### src/hw/rtl/pipcr_pkg.sv
package pipcr_pkg;

	localparam int COORD_WIDTH_DEF = 32;
	localparam int TOL_WIDTH = 16;
	localparam int DIGIT_WIDTH = 16;
	localparam int QUEUE_DEPTH = 4;

	localparam int CFG_INDEX_WIDTH = 2;
	localparam logic [CFG_INDEX_WIDTH-1:0] CFG_POINT_X = 2'd0;
	localparam logic [CFG_INDEX_WIDTH-1:0] CFG_POINT_Y = 2'd1;
	localparam logic [CFG_INDEX_WIDTH-1:0] CFG_TOLERANCE = 2'd2;

	localparam logic [TOL_WIDTH-1:0] TOL_RESET = 16'd1;

	localparam int POS_WIDTH = 2;
	localparam logic [POS_WIDTH-1:0] POS_EXTERIOR = 2'd0;
	localparam logic [POS_WIDTH-1:0] POS_INTERIOR = 2'd1;
	localparam logic [POS_WIDTH-1:0] POS_ON_EDGE = 2'd2;
	localparam logic [POS_WIDTH-1:0] POS_ON_VERTEX = 2'd3;

	// per-edge job control, travels with the coordinate differences
	typedef struct packed {
		logic rs;   // edge straddles the upper line
		logic ls;   // edge straddles the lower line
		logic hit;  // current vertex lies within tolerance of the point
		logic last; // closing edge: emit a result after it
	} job_flags_t;

endpackage

### src/hw/rtl/pipcr_front.sv
module pipcr_front #(
	parameter int COORD_WIDTH = pipcr_pkg::COORD_WIDTH_DEF
) (
	input  logic                                                  clk,
	input  logic                                                  arst_n,
	input  logic [COORD_WIDTH-1:0]                                vertex_x,
	input  logic [COORD_WIDTH-1:0]                                vertex_y,
	input  logic                                                  last_vertex,
	input  logic                                                  vertex_valid,
	output logic                                                  vertex_stall,
	input  logic [COORD_WIDTH-1:0]                                point_x,
	input  logic [COORD_WIDTH-1:0]                                point_y,
	input  logic [pipcr_pkg::TOL_WIDTH-1:0]                       tolerance,
	output logic                                                  push,
	output pipcr_pkg::job_flags_t                                 push_flags,
	output logic [4*(COORD_WIDTH+1)+pipcr_pkg::TOL_WIDTH-1:0]     push_data,
	input  logic                                                  queue_full
);

	localparam int W = COORD_WIDTH;
	localparam int DW = COORD_WIDTH + 1;
	localparam int TW = pipcr_pkg::TOL_WIDTH;

	logic [W-1:0] first_x_q, first_y_q, prev_x_q, prev_y_q;
	logic started_q, pend_q;
	logic accept;
	logic [W-1:0] cx, cy;
	logic signed [DW-1:0] dxc, dyc, dxp, dyp, tol_s, neg_tol;
	logic abv_c, abv_p, blw_c, blw_p, hit_c, edge_en;

	// the closing edge reuses the datapath with the first vertex as current
	assign cx = pend_q ? first_x_q : vertex_x;
	assign cy = pend_q ? first_y_q : vertex_y;

	assign dxc = $signed({cx[W-1], cx}) - $signed({point_x[W-1], point_x});
	assign dyc = $signed({cy[W-1], cy}) - $signed({point_y[W-1], point_y});
	assign dxp = $signed({prev_x_q[W-1], prev_x_q}) - $signed({point_x[W-1], point_x});
	assign dyp = $signed({prev_y_q[W-1], prev_y_q}) - $signed({point_y[W-1], point_y});

	assign tol_s = $signed({{(DW-TW){1'b0}}, tolerance});
	assign neg_tol = -tol_s;

	assign abv_c = dyc > tol_s;
	assign abv_p = dyp > tol_s;
	assign blw_c = dyc < neg_tol;
	assign blw_p = dyp < neg_tol;
	assign hit_c = (dxc >= neg_tol) && (dxc <= tol_s) && (dyc >= neg_tol) && (dyc <= tol_s);

	assign vertex_stall = pend_q || queue_full;
	assign accept = vertex_valid && !vertex_stall;
	assign edge_en = pend_q || started_q;

	assign push = accept || pend_q;
	assign push_flags.rs = edge_en && (abv_c != abv_p);
	assign push_flags.ls = edge_en && (blw_c != blw_p);
	assign push_flags.hit = !pend_q && hit_c;
	assign push_flags.last = pend_q;
	assign push_data = {dxc, dyc, dxp, dyp, tolerance};

	always_ff @(posedge clk or negedge arst_n) begin
		if (!arst_n) begin
			started_q <= 1'b0;
			pend_q <= 1'b0;
		end else if (pend_q) begin
			// drop polygon state once the closing edge is queued
			if (!queue_full) begin
				pend_q <= 1'b0;
				started_q <= 1'b0;
			end
		end else if (accept) begin
			started_q <= 1'b1;
			if (last_vertex) begin
				pend_q <= 1'b1;
			end
		end
	end

	always_ff @(posedge clk) begin
		if (accept && !pend_q) begin
			prev_x_q <= vertex_x;
			prev_y_q <= vertex_y;
			if (!started_q) begin
				first_x_q <= vertex_x;
				first_y_q <= vertex_y;
			end
		end
	end

endmodule

### src/hw/rtl/pipcr_queue.sv
module pipcr_queue #(
	parameter int DATA_WIDTH = 8,
	parameter int DEPTH = pipcr_pkg::QUEUE_DEPTH
) (
	input  logic                  clk,
	input  logic                  arst_n,
	input  logic                  push,
	input  logic [DATA_WIDTH-1:0] push_data,
	output logic                  full,
	input  logic                  pop,
	output logic [DATA_WIDTH-1:0] pop_data,
	output logic                  empty
);

	localparam int PW = (DEPTH > 1) ? $clog2(DEPTH) : 1;
	localparam int CNTW = $clog2(DEPTH + 1);

	logic [DATA_WIDTH-1:0] mem_q [DEPTH];
	logic [PW-1:0] wr_ptr_q, rd_ptr_q;
	logic [CNTW-1:0] count_q;
	logic do_push, do_pop;

	assign full = count_q == CNTW'(DEPTH);
	assign empty = count_q == '0;
	assign do_push = push && !full;
	assign do_pop = pop && !empty;
	assign pop_data = mem_q[rd_ptr_q];

	always_ff @(posedge clk or negedge arst_n) begin
		if (!arst_n) begin
			wr_ptr_q <= '0;
			rd_ptr_q <= '0;
			count_q <= '0;
		end else begin
			if (do_push) begin
				wr_ptr_q <= (wr_ptr_q == PW'(DEPTH - 1)) ? '0 : wr_ptr_q + 1'b1;
			end
			if (do_pop) begin
				rd_ptr_q <= (rd_ptr_q == PW'(DEPTH - 1)) ? '0 : rd_ptr_q + 1'b1;
			end
			case ({do_push, do_pop})
				2'b10: count_q <= count_q + 1'b1;
				2'b01: count_q <= count_q - 1'b1;
				default: count_q <= count_q;
			endcase
		end
	end

	always_ff @(posedge clk) begin
		if (do_push) begin
			mem_q[wr_ptr_q] <= push_data;
		end
	end

	a_count_bound: assert property (@(posedge clk) disable iff (!arst_n)
		count_q <= CNTW'(DEPTH))
		else $error("queue count beyond depth");

	a_count_up: assert property (@(posedge clk) disable iff (!arst_n)
		(do_push && !do_pop) |=> count_q == $past(count_q) + 1'b1)
		else $error("queue count missed a push");

	a_count_down: assert property (@(posedge clk) disable iff (!arst_n)
		(do_pop && !do_push) |=> count_q == $past(count_q) - 1'b1)
		else $error("queue count missed a pop");

endmodule

### src/hw/rtl/pipcr_back.sv
module pipcr_back #(
	parameter int COORD_WIDTH = pipcr_pkg::COORD_WIDTH_DEF
) (
	input  logic                                              clk,
	input  logic                                              arst_n,
	input  logic                                              job_valid,
	input  pipcr_pkg::job_flags_t                             job_flags,
	input  logic [4*(COORD_WIDTH+1)+pipcr_pkg::TOL_WIDTH-1:0] job_data,
	output logic                                              pop,
	output logic [pipcr_pkg::POS_WIDTH-1:0]                   position,
	output logic                                              position_valid,
	input  logic                                              position_stall
);

	localparam int W = COORD_WIDTH;
	localparam int DW = W + 1;
	localparam int AW = W + 2;
	localparam int TW = pipcr_pkg::TOL_WIDTH;
	localparam int DIG = pipcr_pkg::DIGIT_WIDTH;
	localparam int ND = (W + 1 + DIG - 1) / DIG;
	localparam int BW = ND * DIG;
	localparam int NW = 2 * W + 4;
	localparam int CW = $clog2(ND + 1);

	localparam logic [2:0] ST_IDLE = 3'd0;
	localparam logic [2:0] ST_LOAD = 3'd1;
	localparam logic [2:0] ST_MUL = 3'd2;
	localparam logic [2:0] ST_ACC = 3'd3;
	localparam logic [2:0] ST_CMP = 3'd4;
	localparam logic [2:0] ST_DONE = 3'd5;

	localparam logic [1:0] PH_P1 = 2'd0; // xc * yp
	localparam logic [1:0] PH_P2 = 2'd1; // xp * yc
	localparam logic [1:0] PH_ED = 2'd2; // tolerance * |D|

	logic [2:0] state_q;
	logic [1:0] phase_q;
	logic [CW-1:0] cnt_q;
	pipcr_pkg::job_flags_t flags_q;
	logic signed [DW-1:0] xc_in, yc_in, xp_in, yp_in;
	logic [TW-1:0] tol_in;
	logic signed [DW-1:0] xc_q, yc_q, xp_q, yp_q;
	logic [TW-1:0] tol_q;
	logic signed [AW-1:0] d_q;
	logic signed [AW-1:0] sel_a, sel_b;
	logic [AW-1:0] a_abs, b_abs;
	logic [AW-1:0] a_q;
	logic [BW-1:0] b_q;
	logic neg_q;
	logic [AW+DIG-1:0] pp_s1;
	logic [NW-1:0] acc_q;
	logic signed [NW-1:0] acc_s, n_q, ed_q, n_plus_ed;
	logic right_q, left_q, hit_q;
	logic [pipcr_pkg::POS_WIDTH-1:0] pos_q, pos_next;
	logic pos_valid_q, slot_free, load_out, any_hit;

	assign {xc_in, yc_in, xp_in, yp_in, tol_in} = job_data;

	assign pop = (state_q == ST_IDLE) && job_valid;

	always_comb begin
		case (phase_q)
			PH_P1: begin
				sel_a = {xc_q[DW-1], xc_q};
				sel_b = {yp_q[DW-1], yp_q};
			end
			PH_P2: begin
				sel_a = {xp_q[DW-1], xp_q};
				sel_b = {yc_q[DW-1], yc_q};
			end
			PH_ED: begin
				sel_a = d_q;
				sel_b = $signed({{(AW-TW){1'b0}}, tol_q});
			end
			default: begin
				sel_a = '0;
				sel_b = '0;
			end
		endcase
	end

	assign a_abs = sel_a[AW-1] ? -sel_a : sel_a;
	assign b_abs = sel_b[AW-1] ? -sel_b : sel_b;

	assign acc_s = acc_q;
	assign n_plus_ed = n_q + ed_q;

	assign any_hit = hit_q || flags_q.hit;
	assign slot_free = !pos_valid_q || !position_stall;
	assign load_out = (state_q == ST_DONE) && flags_q.last && slot_free;

	always_comb begin
		if (any_hit) begin
			pos_next = pipcr_pkg::POS_ON_VERTEX;
		end else if (right_q != left_q) begin
			pos_next = pipcr_pkg::POS_ON_EDGE;
		end else if (right_q) begin
			pos_next = pipcr_pkg::POS_INTERIOR;
		end else begin
			pos_next = pipcr_pkg::POS_EXTERIOR;
		end
	end

	assign position = pos_q;
	assign position_valid = pos_valid_q;

	always_ff @(posedge clk or negedge arst_n) begin
		if (!arst_n) begin
			state_q <= ST_IDLE;
			phase_q <= PH_P1;
			cnt_q <= '0;
			right_q <= 1'b0;
			left_q <= 1'b0;
			hit_q <= 1'b0;
			pos_valid_q <= 1'b0;
		end else begin
			if (load_out) begin
				pos_valid_q <= 1'b1;
			end else if (!position_stall) begin
				pos_valid_q <= 1'b0;
			end
			case (state_q)
				ST_IDLE: begin
					if (job_valid) begin
						phase_q <= PH_P1;
						state_q <= (job_flags.rs || job_flags.ls) ? ST_LOAD : ST_DONE;
					end
				end
				ST_LOAD: begin
					cnt_q <= '0;
					state_q <= ST_MUL;
				end
				ST_MUL: begin
					cnt_q <= cnt_q + 1'b1;
					if (cnt_q == CW'(ND)) begin
						state_q <= ST_ACC;
					end
				end
				ST_ACC: begin
					case (phase_q)
						PH_P1: begin
							phase_q <= PH_P2;
							state_q <= ST_LOAD;
						end
						PH_P2: begin
							phase_q <= PH_ED;
							state_q <= ST_LOAD;
						end
						default: state_q <= ST_CMP;
					endcase
				end
				ST_CMP: begin
					// crossing to the right of +tol, or to the left of -tol
					if (flags_q.rs && (n_q > ed_q)) begin
						right_q <= !right_q;
					end
					if (flags_q.ls && n_plus_ed[NW-1]) begin
						left_q <= !left_q;
					end
					state_q <= ST_DONE;
				end
				ST_DONE: begin
					if (!flags_q.last) begin
						hit_q <= any_hit;
						state_q <= ST_IDLE;
					end else if (slot_free) begin
						right_q <= 1'b0;
						left_q <= 1'b0;
						hit_q <= 1'b0;
						state_q <= ST_IDLE;
					end
				end
				default: state_q <= ST_IDLE;
			endcase
		end
	end

	always_ff @(posedge clk) begin
		if (pop) begin
			flags_q <= job_flags;
			xc_q <= xc_in;
			yc_q <= yc_in;
			xp_q <= xp_in;
			yp_q <= yp_in;
			tol_q <= tol_in;
			d_q <= $signed({yp_in[DW-1], yp_in}) - $signed({yc_in[DW-1], yc_in});
		end
		if (state_q == ST_LOAD) begin
			a_q <= a_abs;
			b_q <= BW'(b_abs);
			acc_q <= '0;
			// fold the sign of D into each product so N comes out normalized
			neg_q <= (phase_q == PH_ED) ? 1'b0 : (sel_a[AW-1] ^ sel_b[AW-1] ^ d_q[AW-1]);
		end
		if (state_q == ST_MUL) begin
			// one digit of b per cycle, most significant first
			pp_s1 <= (AW+DIG)'(a_q) * (AW+DIG)'(b_q[BW-1 -: DIG]);
			b_q <= b_q << DIG;
			if (cnt_q != '0) begin
				acc_q <= (acc_q << DIG) + NW'(pp_s1);
			end
		end
		if (state_q == ST_ACC) begin
			case (phase_q)
				PH_P1: n_q <= neg_q ? -acc_s : acc_s;
				PH_P2: n_q <= neg_q ? n_q + acc_s : n_q - acc_s;
				default: ed_q <= acc_s;
			endcase
		end
		if (load_out) begin
			pos_q <= pos_next;
		end
	end

	a_clear_after_result: assert property (@(posedge clk) disable iff (!arst_n)
		load_out |=> !right_q && !left_q && !hit_q)
		else $error("polygon state not cleared after result");

	a_digit_bound: assert property (@(posedge clk) disable iff (!arst_n)
		state_q == ST_MUL |-> cnt_q <= CW'(ND))
		else $error("digit counter overran");

	a_edge_starts: assert property (@(posedge clk) disable iff (!arst_n)
		(pop && (job_flags.rs || job_flags.ls)) |=> state_q == ST_LOAD && phase_q == PH_P1)
		else $error("straddling edge did not start multiplication");

endmodule

### src/hw/rtl/point_in_polygon_ray_crossing.sv
// Point-in-polygon classifier, ray crossing with an absolute tolerance.
// Configuration: write point_x (index 0), point_y (index 1) and tolerance
// (index 2) through cfg_write_en / cfg_index / cfg_data while the block is idle.
// Input channel: one polygon vertex per item on vertex_x / vertex_y, with
// last_vertex set on the final vertex. The front takes one vertex per cycle
// while the queue has room; after the last vertex, vertex_stall stays high until
// the closing edge is queued. Edges wait in a four-entry queue for the back end.
// Back end: it takes a new edge from the queue only when done with the last one.
// An edge that straddles neither tolerance line skips the multiplier; for a
// straddling edge the single shared (COORD_WIDTH+2) x 16 multiplier forms xc*yp,
// xp*yc and tol*|D| in turn, one 16-bit digit per cycle, over the ND =
// ceil((COORD_WIDTH+1)/16) digits of the second factor.
// Output channel: one position item per polygon, shown after the closing edge
// is done and held in an output register while position_stall is high; the
// back end waits there only when a second result is ready before the first
// one is taken. Reset empties the queue, drops any partial polygon and sets
// point_x = point_y = 0, tolerance = 1.
module point_in_polygon_ray_crossing #(
	parameter int COORD_WIDTH = pipcr_pkg::COORD_WIDTH_DEF
) (
	input  logic                                    clk,
	input  logic                                    arst_n,
	input  logic                                    cfg_write_en,
	input  logic [pipcr_pkg::CFG_INDEX_WIDTH-1:0]   cfg_index,
	input  logic [COORD_WIDTH-1:0]                  cfg_data,
	input  logic                                    vertex_valid,
	output logic                                    vertex_stall,
	input  logic [COORD_WIDTH-1:0]                  vertex_x,
	input  logic [COORD_WIDTH-1:0]                  vertex_y,
	input  logic                                    last_vertex,
	output logic                                    position_valid,
	input  logic                                    position_stall,
	output logic [pipcr_pkg::POS_WIDTH-1:0]         position
);

	localparam int PDW = 4 * (COORD_WIDTH + 1) + pipcr_pkg::TOL_WIDTH;
	localparam int QDW = $bits(pipcr_pkg::job_flags_t) + PDW;

	logic [COORD_WIDTH-1:0] point_x_q, point_y_q;
	logic [pipcr_pkg::TOL_WIDTH-1:0] tolerance_q;

	logic push, queue_full, queue_empty, pop;
	pipcr_pkg::job_flags_t push_flags, pop_flags;
	logic [PDW-1:0] push_data, pop_data;
	logic [QDW-1:0] queue_out;

	always_ff @(posedge clk or negedge arst_n) begin
		if (!arst_n) begin
			point_x_q <= '0;
			point_y_q <= '0;
			tolerance_q <= pipcr_pkg::TOL_RESET;
		end else if (cfg_write_en) begin
			case (cfg_index)
				pipcr_pkg::CFG_POINT_X: point_x_q <= cfg_data;
				pipcr_pkg::CFG_POINT_Y: point_y_q <= cfg_data;
				pipcr_pkg::CFG_TOLERANCE: tolerance_q <= cfg_data[pipcr_pkg::TOL_WIDTH-1:0];
				default: ;
			endcase
		end
	end

	pipcr_front #(
		.COORD_WIDTH(COORD_WIDTH)
	) u_front (
		.clk(clk),
		.arst_n(arst_n),
		.vertex_x(vertex_x),
		.vertex_y(vertex_y),
		.last_vertex(last_vertex),
		.vertex_valid(vertex_valid),
		.vertex_stall(vertex_stall),
		.point_x(point_x_q),
		.point_y(point_y_q),
		.tolerance(tolerance_q),
		.push(push),
		.push_flags(push_flags),
		.push_data(push_data),
		.queue_full(queue_full)
	);

	pipcr_queue #(
		.DATA_WIDTH(QDW),
		.DEPTH(pipcr_pkg::QUEUE_DEPTH)
	) u_queue (
		.clk(clk),
		.arst_n(arst_n),
		.push(push),
		.push_data({push_flags, push_data}),
		.full(queue_full),
		.pop(pop),
		.pop_data(queue_out),
		.empty(queue_empty)
	);

	assign {pop_flags, pop_data} = queue_out;

	pipcr_back #(
		.COORD_WIDTH(COORD_WIDTH)
	) u_back (
		.clk(clk),
		.arst_n(arst_n),
		.job_valid(!queue_empty),
		.job_flags(pop_flags),
		.job_data(pop_data),
		.pop(pop),
		.position(position),
		.position_valid(position_valid),
		.position_stall(position_stall)
	);

endmodule

### config.mk
export PLATFORM = sky130hd
export DESIGN_NAME = point_in_polygon_ray_crossing
export DESIGN_NICKNAME = d
export VERILOG_FILES = /design/src/hw/rtl/pipcr_pkg.sv /design/src/hw/rtl/pipcr_front.sv /design/src/hw/rtl/pipcr_queue.sv /design/src/hw/rtl/pipcr_back.sv /design/src/hw/rtl/point_in_polygon_ray_crossing.sv
export SDC_FILE = /design/constraint.sdc
export NUM_CORES = 2
export LEC_CHECK = 0
export BUFFER_PORTS_ARGS = -buffer_cell sky130_fd_sc_hd__buf_2
export CORE_ASPECT_RATIO = 0.9
export CORE_MARGIN = 5
export CORE_UTILIZATION = 55
export CTS_CLUSTER_DIAMETER = 30
export CTS_CLUSTER_SIZE = 20
export DETAILED_ROUTE_END_ITERATION = 7
export PLACE_DENSITY = 0.78
export SKIP_CTS_REPAIR_TIMING = 1
export SLEW_MARGIN = 20
export SYNTH_ARGS = -nofsm -noshare
export SYNTH_HDL_FRONTEND = slang
export SYNTH_HIERARCHICAL = 1
export SYNTH_SLANG_ARGS = --single-unit
### constraint.sdc
create_clock -name clk -period 57.4 [get_ports clk]
set_input_delay 8.61 -clock clk [delete_from_list [all_inputs] [get_ports clk]]
set_output_delay 8.61 -clock clk [all_outputs]
set_load 0.005 [all_outputs]
==> results.md <==
* Via count at 65,923
* Flop2flop setup slack at 49,620 ps
* FF/Latch Area at 39,500 sq um
* First-pass GRT wire length at 381,000 microns
* Final max-slew violation count at 0
* Max Fclk at 71.1 MHz
* Synthesized flop and latch total at 1,361
* Clock sinks at 1,361
* Synth Area in XOR/XNOR at 4.66%
* Worst reg2reg startpoint: u_back/b_q[43]
* Mapped Area at 91,500 sq um
* # Max-Cap Violations at 0
* Post-synthesis sequential area ratio at 43.2%
* Worst Slack Setup Final at 43,340 ps
* Port Buffer Count at 107
* Final Cycle Share at 24.5%
* Syn Area/Cell at 11.3 sq um
* Simple-gate share of the synthesized area at 11.4%
* Adder-cell share of the synthesized area at 19.2%
* Post-synth cell types at 104
* Final hold viol count at 0
* Clock slew at reported path FFs at 40 ps
* Vias in the first global route at 66,883
* Largest family of logic cells by synthesized area: adder cells
* Row count at 142
* Initial core utilization at 55.1%
* Status: complete, no violations
* Worst setup EP type: flop
* Synth Instances at 8,107
* Syn Nets at 9,343
* Most frequent cells in the layout: edfxtp_1, inv_1, nand2_1
* Multi-input gate area at 47,500 sq um
* Worst Hold End: u_back/acc_q[7]
* Max-slew headroom at 16.9%
* Setup slack at placement at 42,860 ps
* Post-route ant nets at 0
* Critical Path RT at 58,020 ps
* Crit path kind: input pin to flop
* TritonCTS clock tree: yes
* Crit path time final at 14,060 ps
* Commonest non-fill, non-tap cell in the layout: edfxtp_1
* Die Wd at 440 microns
* Worst slew pin tran at 1240 ps
* Grt total ovfl at 0
* Setup Viol. Count Final at 0
* Final Core Density at 62.5%
* Router iterations before antenna repair at 6
* RR Endpoint: u_back/pp_s1[49]
* Fill cells at 12,268
* NumNets Final at 9,485
* Warnings, synthesis at 6
* HPWL Detailed at 172,000 microns
* Total negative slack at 0 ps
* Synth-to-Final Area Change at 13.4%
* DR WL/cell at 22.8 microns
* Number of synthesized flops with an enable pin at 1,177
* Reg2Reg Depth at 24
* Die Area at 175,000 sq um
* Yosys top cell area share at 38.6%
* RSZ-0062 raised after global routing: false
* Placer Congestion at 1.01
* Most area-consuming cells after synthesis: edfxtp_1, fa_1, ha_1, mux4_2, inv_1
* Crit-path max FO at 6
* Ys async rst share at 7.35%
* Die Y at 397 microns
* CTS buffer count at 293
* Share of cells above drive strength 1 at 12.0%
* Worst Hold Class: flop to flop
* GRT Total Usage at 27.9%
* First DRT Iteration DRCs at 7,123
* Hold depth at 2
* CTS Buffer Depth at 4
* Number of I/O pins at 108
* Hold path start: u_back/pp_s1[7]
* Initial antenna violation count at 7
* Clock root cell: clkbuf_16
* Drt drc at 0
* Setup Skew at 135 ps
* Mux contribution to synthesized area at 6.47%
* Area fraction in compound gates after synthesis at 10.1%
* Kind of start point of the critical path: input pin
* Clock Latency Late Sink at 920 ps
* Post-synth top flop: edfxtp_1
* DRT Wirelength at 244,000 microns
* CP arrival at 14,690 ps
* Vias/cell at 6.16
* Yosys top cell by area: edfxtp_1
* Core area at 166,000 sq um
* Pin count of the biggest net entering global routing at 136
* H-tree depth at 5
how the worst max path moves through the flow:
stage	start	endpoint	slack [ps]	depth (start not counted)
2_1_floorplan	u_back/state_q[2]	u_queue/count_q[2]	34630	10
3_3_place_gp	vertex_x[5]	u_queue/mem_q[0][149]	42870	23
3_5_place_dp	vertex_x[1]	u_queue/mem_q[0][149]	42860	22
4_1_cts	vertex_x[0]	u_queue/mem_q[1][149]	43720	24
5_1_grt	vertex_x[5]	u_queue/mem_q[1][149]	42960	23
6_report	vertex_x[1]	u_queue/mem_q[3][149]	43340	22
metrics by stage:
stage / instance area [sq um] / hold slack (ps) / std cells
6_report: 104000 / 430 / 10700
3_3_place_gp: 93900 / 415 / 10183
3_5_place_dp: 93900 / 420 / 10183
2_1_floorplan: 91500 / 406 / 8107
5_1_grt: 104000 / 455 / 10698
4_1_cts: 104000 / 429 / 10695
synthesized netlist by cell type, types with 18 or more instances:
library cell  instances
a31oi_1              44
o2111ai_1            18
a211oi_1             41
o211ai_1             24
and2_1              256
nor2b_1              68
xor2_1              212
nand2_1             741
a221oi_1             18
nor3_1               85
nor2_1              380
or2_2                21
nand2b_1             86
nand3_1             160
mux4_2              152
dfrtp_1              99
xnor2_1             275
or4_1                21
and3_1               54
nor4_1               54
a21o_1              174
mux2i_1              84
buf_2                30
o21bai_1             53
or3_1                39
o2bb2ai_1            19
buf_1                22
ha_1                678
nand4_1              77
fa_1                454
inv_1               824
o21ai_0             386
a21oi_1             429
edfxtp_1           1177
clkbuf_1            241
buf_4                22
o21a_1               61
dfxtp_1              84
o31ai_1              35
mux2_2              144
registers in the layout, indices dropped and copies added (netlist names), 33 cells and up:
| register | count |
|---|---|
| u_back/n_q | 68 |
| u_queue/mem_q | 608 |
| u_back/a_q | 34 |
| u_back/yp_q | 33 |
| u_back/yc_q | 33 |
| u_back/xc_q | 33 |
| u_back/ed_q | 68 |
| u_back/d_q | 34 |
| u_back/xp_q | 33 |
| u_back/b_q | 48 |
| u_back/acc_q | 68 |
| u_back/pp_s1 | 50 |
cell families (layout without fill, tap and decap cells):
kind of cell	after synthesis	in the layout
AO/OA/AOI/OAI	1469	1469
XOR/XNOR	487	487
adder cells (fa/ha/maj)	1132	1132
buffers and inverters	1155	1514
flip-flops	1361	1361
multiplexers	383	383
other	0	2
AND/OR/NAND/NOR	2120	2120
layout make-up:
| cell class | instances | share of cell area (%) |
|---|---|---|
| antenna | 2 | 0.00483 |
| clock inverter | 174 | 1.92 |
| timing repair buffer | 177 | 1.06 |
| inverter | 825 | 2.99 |
| clock buffer | 338 | 7.41 |
| sequential | 1361 | 38.1 |
| multi-input combinational | 5591 | 45.8 |
| tap | 2232 | 2.69 |
metal layers:
metal  wire [microns]  global-route usage, %  vias to the layer above
li1                 -                      -                    29080
met1            97500                   37.9                    32647
met2           113000                   44.3                     3548
met3            24400                   6.24                      638
met4             9630                   10.5                       10
met5               70                      0                        -
critical path, stage by stage:
cell and delay, ps:
buf_2 110, mux2i_1 230, inv_1 90, ha_1 280
nor2b_4 130, o31a_1 270, o41a_1 430, a31oi_1 500
o21ai_0 170, a21oi_1 200, xnor2_1 340, ha_1 350
nand2_1 90, nor3_1 60, a2111oi_0 320, o21ai_0 160
o21ai_0 490, nor4b_1 690, o2111ai_1 280, nor4_2 220
nand2_1 110, a2111oi_2 540
Power is not shown: default switching activity piles up to over one toggle a cycle in this logic, so the estimate is an artifact.
